### config.mk
export PLATFORM = sky130hd
export DESIGN_NAME = gws_match
export DESIGN_NICKNAME = d
export VERILOG_FILES = /design/src/design/gws_pkg.sv /design/src/design/gws_match.sv
export SDC_FILE = /design/constraint.sdc
export NUM_CORES = 1
export LEC_CHECK = 0
export BUFFER_PORTS_ARGS = -buffer_cell sky130_fd_sc_hd__buf_2
export CORE_AREA = 2 2 80 82
export DETAILED_ROUTE_END_ITERATION = 12
export DIE_AREA = 0 0 82 84
export GPL_TIMING_DRIVEN = 0
export PLACE_DENSITY_LB_ADDON = 0.2
export SLEW_MARGIN = 20
export SYNTH_ARGS = -nofsm -noshare
export SYNTH_HDL_FRONTEND = slang
export SYNTH_SLANG_ARGS = --single-unit
### constraint.sdc
create_clock -name vclk -period 1.8
set_input_delay 0 -clock vclk [all_inputs]
set_output_delay 0 -clock vclk [all_outputs]
set_load 0.01 [all_outputs]
### src/design/gws_pkg.sv
`default_nettype none

package gws_pkg;

	localparam int CFG_W    = 9;
	localparam int CH_W     = 8;
	localparam int TOTAL_W  = 19;
	localparam int WIN_LEN  = 7;
	localparam int HIST_LEN = 3;
	localparam int HITS_W   = 3;

	typedef logic [CH_W-1:0] char_t;

	// Element 0 is the newest tap of the row; element j lies j cells further back.
	typedef char_t [WIN_LEN-1:0] win_row_t;

	typedef struct packed {
		win_row_t row1;
		win_row_t row2;
		win_row_t row3;
	} win_t;

	// Element 0 is the previous character of the stream.
	typedef char_t [HIST_LEN-1:0] hist_t;

	typedef struct packed {
		logic horiz;
		logic vert;
		logic diag;
		logic anti;
	} chk_t;

endpackage

`default_nettype wire

### src/design/gws_match.sv
`default_nettype none

module gws_match (
	input  gws_pkg::char_t                ch,
	input  gws_pkg::hist_t                recent,
	input  gws_pkg::win_t                 win,
	input  gws_pkg::chk_t                 chk,
	output logic [gws_pkg::HITS_W-1:0]    hits
);
	import gws_pkg::*;

	localparam char_t CH_X = 8'h58;
	localparam char_t CH_M = 8'h4D;
	localparam char_t CH_A = 8'h41;
	localparam char_t CH_S = 8'h53;

	// window taps: row k holds columns c+k down to c-k at these places
	localparam int TAP_R1_AHEAD = 2;
	localparam int TAP_R2_AHEAD = 1;
	localparam int TAP_R3_AHEAD = 0;
	localparam int TAP_SAME     = 3;
	localparam int TAP_R1_BACK  = 4;
	localparam int TAP_R2_BACK  = 5;
	localparam int TAP_R3_BACK  = 6;

	function automatic logic is_word(char_t a, char_t b, char_t c, char_t d);
		return (a == CH_X && b == CH_M && c == CH_A && d == CH_S) ||
		       (a == CH_S && b == CH_A && c == CH_M && d == CH_X);
	endfunction

	logic h_hit;
	logic v_hit;
	logic d_hit;
	logic a_hit;

	assign h_hit = chk.horiz & is_word(recent[2], recent[1], recent[0], ch);
	assign v_hit = chk.vert & is_word(win.row3[TAP_SAME], win.row2[TAP_SAME],
	                                  win.row1[TAP_SAME], ch);
	assign d_hit = chk.diag & is_word(win.row3[TAP_R3_BACK], win.row2[TAP_R2_BACK],
	                                  win.row1[TAP_R1_BACK], ch);
	assign a_hit = chk.anti & is_word(win.row3[TAP_R3_AHEAD], win.row2[TAP_R2_AHEAD],
	                                  win.row1[TAP_R1_AHEAD], ch);

	assign hits = HITS_W'(h_hit) + HITS_W'(v_hit) + HITS_W'(d_hit) + HITS_W'(a_hit);
endmodule

`default_nettype wire

# Yosys cells after proc, flatten, opt, wreduce, memory -nomap -nowiden
# Index checks and enable logic that the tools add are counted.
[op_classes]
addsub = 3
eq_ne = 26
n_bitwise = 4
n_reduce_logical = 28
[op_table]
columns = ["op", "n"]
rows = [
  ["== test 8 x 7 -> 1 bit (second input constant)", 26],
  ["logical AND 1 bit", 24],
  ["bitwise AND 1 bit", 4],
  ["logical OR 1 bit", 4],
  ["adder 2 x 1 -> 3 bit", 1],
  ["adder 3 x 1 -> 3 bit", 1],
  ["adder 1 x 1 -> 2 bit", 1],
]
[word_totals]
ff_bits = 0
in_bits = 204
output_inout_bits = 3
word_cells = 61

# Logic depth before layout (Yosys ltp)
# Gate-level depths: netlist of run 1.
[logic_depth]
word_depth = 9
depth_mapped = 6
mapped_depth_nobuf = 6

# Worst setup path before layout of run 1
# No wires, ideal clock.
[synth_timing]
path_kind = "input port to output port"
start = "input ch[7]"
end = "output hits[1] (netlist name)"
arrival_ns = 1.848
required_ns = 1.800
slack_ns = -0.048
path_stages = 6
n_path_buf = 0
path_cell_list = "nand4bb_1 -> or3_1 -> a2111oi_2 -> fa_1 -> ha_1 -> ha_1"
[synth_via]
elab_chain_len = 7
elab_cells_between_ends = 21
classes_between = "add/sub (3); eq/ne (2); bitwise (4); reduce/logical (12)"
[synth_lines]
columns = ["item", "line_no", "source"]
rows = [
  ["from (decl)", "gws_match.sv:4", "input gws_pkg::char_t ch,"],
  ["== test 8 x 7 -> 1 bit, on equally long branches", "gws_match.sv:27, gws_match.sv:28", ""],
  ["logical AND 1 bit, on equally long branches", "gws_match.sv:27, gws_match.sv:28", ""],
  ["logical OR 1 bit", "gws_match.sv:27", "return (a == CH_X && b == CH_M && c == CH_A && d == CH_S) ||"],
  ["bitwise AND 1 bit, on equally long branches", "gws_match.sv:36, gws_match.sv:37", ""],
  ["adder 1 x 1 -> 2 bit", "gws_match.sv:44", "assign hits = HITS_W'(h_hit) + HITS_W'(v_hit) + HITS_W'(d_hit) + HITS_W'(a_hit);"],
  ["adder 2 x 1 -> 3 bit", "gws_match.sv:44", ""],
  ["adder 3 x 1 -> 3 bit (*)", "gws_match.sv:44", ""],
  ["to (decl)", "gws_match.sv:8", "output logic [gws_pkg::HITS_W-1:0] hits"],
]
# Every way passes the cells marked *; elsewhere a longest branch is shown, timed or not.

# Final worst setup path of run 1
[layout_timing]
start = "input ch[1]"
end = "output hits[1] (netlist name)"
# Same word-level chain as after synthesis.

==> summary.md, run 1 <==
| Metric | Value |
|---|---|
| Leakage Power | 0.592 nW |
| Status | finished, violations left |
| Fin. max-slew vios | 0 |
| Detailed Route Iter0 Violations | 6 |
| Seq cells | 0 |
| Most frequent cells in the layout | 106 x buf_2, 10 x nor4b_1, 8 x nor4bb_1, 8 x nand3_1, 6 x nand2_1 |
| Hold Path Origin | win[96] |
| First-pass GRT wire length | a little over 4000 um |
| Syn avg cell area | about 8.6 um2 |
| Post-route cell area | 0.00137 mm2 |
| # hold bufs at CTS | 0 |
| HPWL Detailed | 2480 um |
| Critical path arrival | between 2000 and 2500 ps |
| Vias per cell | ~4 |
| Routed len/inst | between 10 and 15 um |
| Worst Hold Class | input port to primary output |
| Synth top area cells | nor4b_1 22%, nor4bb_1 15%, a2111oi_2 12% |
| Pin count of the biggest net entering global routing | 5 |
| Slew HR | 0.692 |
| Hold Crit Depth | 5 |
| Area growth from synthesis to layout | 162% |
| Crit path launch type | input port |
| Initial Util | 0.0856 |
| Vias in the first global route | 995 |
| Violated checks | setup timing |
| DR vias | between 1,000 and 1,500 |
| Crit Path Class | input port to primary output |
| Die Wd | 82 um |
| Power Dens Cells | roughly 120 mW/mm2 |
| Initial antenna violation count | 0 |
| GRT Total Usage | 0.0729 |
| Syn_nets | ~270 |
| Synth warn | 0 |
| Fin crit share | 1.17 |
| Height of the chip | 84 um |
| FF+latch area | 0 um2 |
| Min Tclk post-route | about 2100 ps |
| Core region area | ~0.006 mm2 |
| DRC | 0 |
| Hold Crit Endpoint | hits[0] |
| Detail Route Antenna Nets | 0 |
| Worst VDD drop | 30.1 uV |
| I/O pin count | about 210 |
| # setup viols final | 3 |
| ANT cells | 0 |
| Max Cap Viol | 0 |
| # clk buffers | 0 |
| CP Data Required Time | roughly 1800 ps |
| Fraction of layout cells with a size suffix above 1 | 0.749 |
| GPL Wtd Cong | 0.609 |
| Synth unique cells | 16 |
| Setup TNS | -667 ps |
| Instance area after placement | 0.00127 mm2 |
| Top cell type by total area after synthesis | nor4b_1 |
| Drt pass-1 iters | 2 |
| Congestion Overflow GR | 0 |
| Final WS setup | -307 ps |
| Critical Path Fanout Max | 2 |
| Most common cell after layout, fill and taps aside | buf_2 |
| Routed WL | about 2700 um |
| Worst slack, placed | -535 ps |
| Final Hold Vio Count | 0 |
| Setup crit end kind | primary output |
| Mapped Area | around 520 um2 |
| Final #Nets | roughly 380 |
| Die area | 0.00689 mm2 |
| RSZ-0062 raised after global routing | true |
| Row cnt | 29 |
| Seq/Total Area, Yosys | 0 |
| Port Buffers | around 110 |
| F_max | 475 MHz |
| Mapped Cells | 61 |
| Worst Max-Slew Pin Slew | between 400 and 500 ps |
| Top cell type's share of synthesized area | 0.218 |
worst max-delay path by stage:
stage	startpoint	to	slack [ps]	cells past startpoint
4_1_cts	ch[2]	hits[1]	-340	8
2_1_floorplan	ch[2]	hits[1]	4	6
3_3_place_gp	ch[2]	hits[1]	-530	8
3_5_place_dp	ch[2]	hits[1]	-530	8
5_1_grt	ch[1]	hits[1]	-450	9
6_report	ch[1]	hits[1]	-310	9
report_power, final:
part           leakage (nW)  switching (W)  internal [W]
sequential                0              0             0
clock                     0              0             0
combinational         0.592      0.0000564      0.000113
total                 0.592      0.0000564      0.000113
kinds of logic (layout without fill, tap and decap cells):
group / Yosys count / count (layout) / synth area share
AND/OR/NAND/NOR: 54 / 54 / 0.799
buffers and inverters: 0 / 114 / 0
AO/OA/AOI/OAI: 4 / 4 / 0.115
adder cells (fa/ha/maj): 3 / 3 / 0.0863
layout make-up:
| cell class | count | area, um2 |
|---|---|---|
| tap | 77 | 96.3 |
| multi-input combinational | 61 | 659 |
| timing repair buffer | 114 | 609 |
| fill | 688 | 4730 |
per-layer routing:
layer,track usage,wire [um],share of wire
met1,0.0904,1110,0.41
met2,0.137,1250,0.46
met3,0.0119,356,0.13
met4,0,0,0
met5,0,0,0
synthesized netlist by cell type:
cell type   n
nor2b_1     1
a2111oi_2   4
nand4_1     1
nand3_1    11
and4b_1     4
nand2_1     6
fa_1        1
nor4bb_1    8
and4bb_2    1
ha_1        2
nor4b_1    13
nor4_1      3
or3_1       3
nand4bb_1   1
nand3b_1    1
nor4b_4     1
worst max-delay path, cell delays in order:
cell and delay, ps:
buf_6 100, nor4b_4 280, buf_4 180, nand3_2 100, a2111oi_4 390, fa_1 510
ha_4 190, ha_4 260, buf_6 100
stage by stage:
stage	utilization	hold WS [ps]	power, W	cells
2_1_floorplan	-	376	0.0000348	61
3_3_place_gp	0.208	600	0.000159	249
3_5_place_dp	0.208	598	0.000162	249
4_1_cts	0.220	602	0.000172	252
5_1_grt	0.224	616	0.000190	252
6_report	0.224	574	0.000170	252
repair_timing:
action	CTS	global route
setup endpoints to repair	3	3
pin swaps	7	2
setup buffers	3	0
gates resized for setup	9	4
cloned	0	0
hold endpoints to repair	0	0
No activity file was read; power rests on OpenSTA's default activity.
==> run 2: changes to the inputs <==
--- a/config.mk
+++ b/config.mk
@@ -5,7 +5,7 @@
 export SDC_FILE = /design/constraint.sdc
 export NUM_CORES = 1
 export LEC_CHECK = 0
-export BUFFER_PORTS_ARGS = -buffer_cell sky130_fd_sc_hd__buf_2
+export BUFFER_PORTS_ARGS = -buffer_cell sky130_fd_sc_hd__buf_4
 export CORE_AREA = 2 2 80 82
 export DETAILED_ROUTE_END_ITERATION = 12
 export DIE_AREA = 0 0 82 84
==> summary.md, run 2 (synthesized netlist as in run 1, its figures left out) <==
| Metric | Value |
|---|---|
| Power Dens Cells | about 140 mW/mm2 |
| Leakage Power | about 0.7 nW |
| Critical path arrival | between 2000 and 2500 ps |
| Max Cap Viol | 0 |
| FF+latch area | 0 um2 |
| Row cnt | 29 |
| Hold Path Origin | win[103] |
| Final Util | 0.278 |
| RSZ-0062 raised after global routing | true |
| Initial antenna violation count | 0 |
| Die Wd | 82 um |
| Final Hold Vio Count | 0 |
| Fin crit share | 1.15 |
| Slew HR | 0.703 |
| Pin count of the biggest net entering global routing | 5 |
| Fraction of layout cells with a size suffix above 1 | 0.789 |
| Detail Route Antenna Nets | 0 |
| F_max | 481 MHz |
| # setup viols final | 3 |
| Min Tclk post-route | 2080 ps |
| Vias in the first global route | approximately 1,100 |
| DR vias | 1,025 |
| Crit Path Class | input port to primary output |
| Status | finished, violations left |
| Die area | approximately 0.0069 mm2 |
| Hold Crit Depth | 6 |
| Setup crit end kind | primary output |
| Worst Max-Slew Pin Slew | roughly 440 ps |
| Drt pass-1 iters | 2 |
| Core region area | slightly above 0.006 mm2 |
| Hold Crit Endpoint | hits[0] |
| Worst Hold Class | input port to primary output |
| GPL Wtd Cong | 0.602 |
| Routed len/inst | between 10 and 15 um |
| Height of the chip | 84 um |
| Worst slack, placed | -535 ps |
| Fillers | around 680 |
| Most frequent cells in the layout | 109 x buf_4, 8 x nor4b_1, 6 x nand3_1, 6 x nand2_1 |
| Crit path launch type | input port |
| Worst VDD drop | between 40 and 50 uV |
| Final #Nets | around 380 |
| Seq cells | 0 |
| Vias per cell | between 4 and 5 |
| Violated checks | setup timing |
| I/O pin count | between 200 and 250 |
| GRT Total Usage | 0.0807 |
| CP Data Required Time | roughly 1800 ps |
| Initial Util | 0.0856 |
| Fin. max-slew vios | 0 |
| First-pass GRT wire length | 4550 um |
| Area growth from synthesis to layout | 224% |
| Congestion Overflow GR | 0 |
| Detailed Route Iter0 Violations | 5 |
| Final WS setup | -277 ps |
| Routed WL | between 2000 and 3000 um |
| Port Buffers | around 110 |
| Critical Path Fanout Max | 4 |
| # clk buffers | 0 |
| DRC | 0 |
| ANT cells | 0 |
| Most common cell after layout, fill and taps aside | buf_4 |
-- run 2: how the worst max path moves through the flow --
stage,start,end,cells after the start
detailed placement,ch[2],hits[1],8
finish,ch[3],hits[1],8
CTS,ch[1],hits[1],9
floorplan,ch[2],hits[1],6
global route,ch[0],hits[1],9
global placement,ch[2],hits[1],8
-- run 2: metrics by stage --
stage	instance area (um2)	cells	total power, W	TNS (ps)	hold slack [ps]
finish	1690	252	0.000243	-594	587
global route	1690	252	0.000263	-936	613
CTS	1630	252	0.000236	-738	594
detailed placement	1550	249	0.000227	-1370	625
global placement	1550	249	0.000224	-1330	617
floorplan	616	61	0.0000348	0	376
-- run 2: report_power, final --
group          total, W  internal (W)  switching, W
Sequential            0             0             0
Clock                 0             0             0
Combinational  0.000243      0.000182     0.0000613
-- run 2: layout make-up --
type	count	area, um2	area share
multi-input combinational	61	721	0.426
tap	77	96.3	0.0570
timing repair buffer	114	875	0.517
-- run 2: timing repair --
| item | in CTS | in global routing |
|---|---|---|
| pin swaps | 8 | 6 |
| setup buffers | 3 | 0 |
| gates resized for setup | 11 | 10 |
| hold buffers | 0 | 0 |
| setup endpoints to repair | 3 | 3 |
| hold endpoints to repair | 0 | 0 |
-- run 2: critical path, cell delays in order --
cell       delay, ps
buf_4            110
and4bb_4         390
nand3_1          130
a2111oi_4        410
fa_1             490
ha_4             190
ha_4             250
buf_6             90
-- run 2: layer usage --
metal / GRT usage / routed length [um] / vias up
met4: 0.00303 / 0 / 0
met1: 0.104 / 1210 / 453
li1: - / - / 505
met3: 0.0141 / 366 / 0
met5: 0 / 0 / -
met2: 0.145 / 1400 / 67
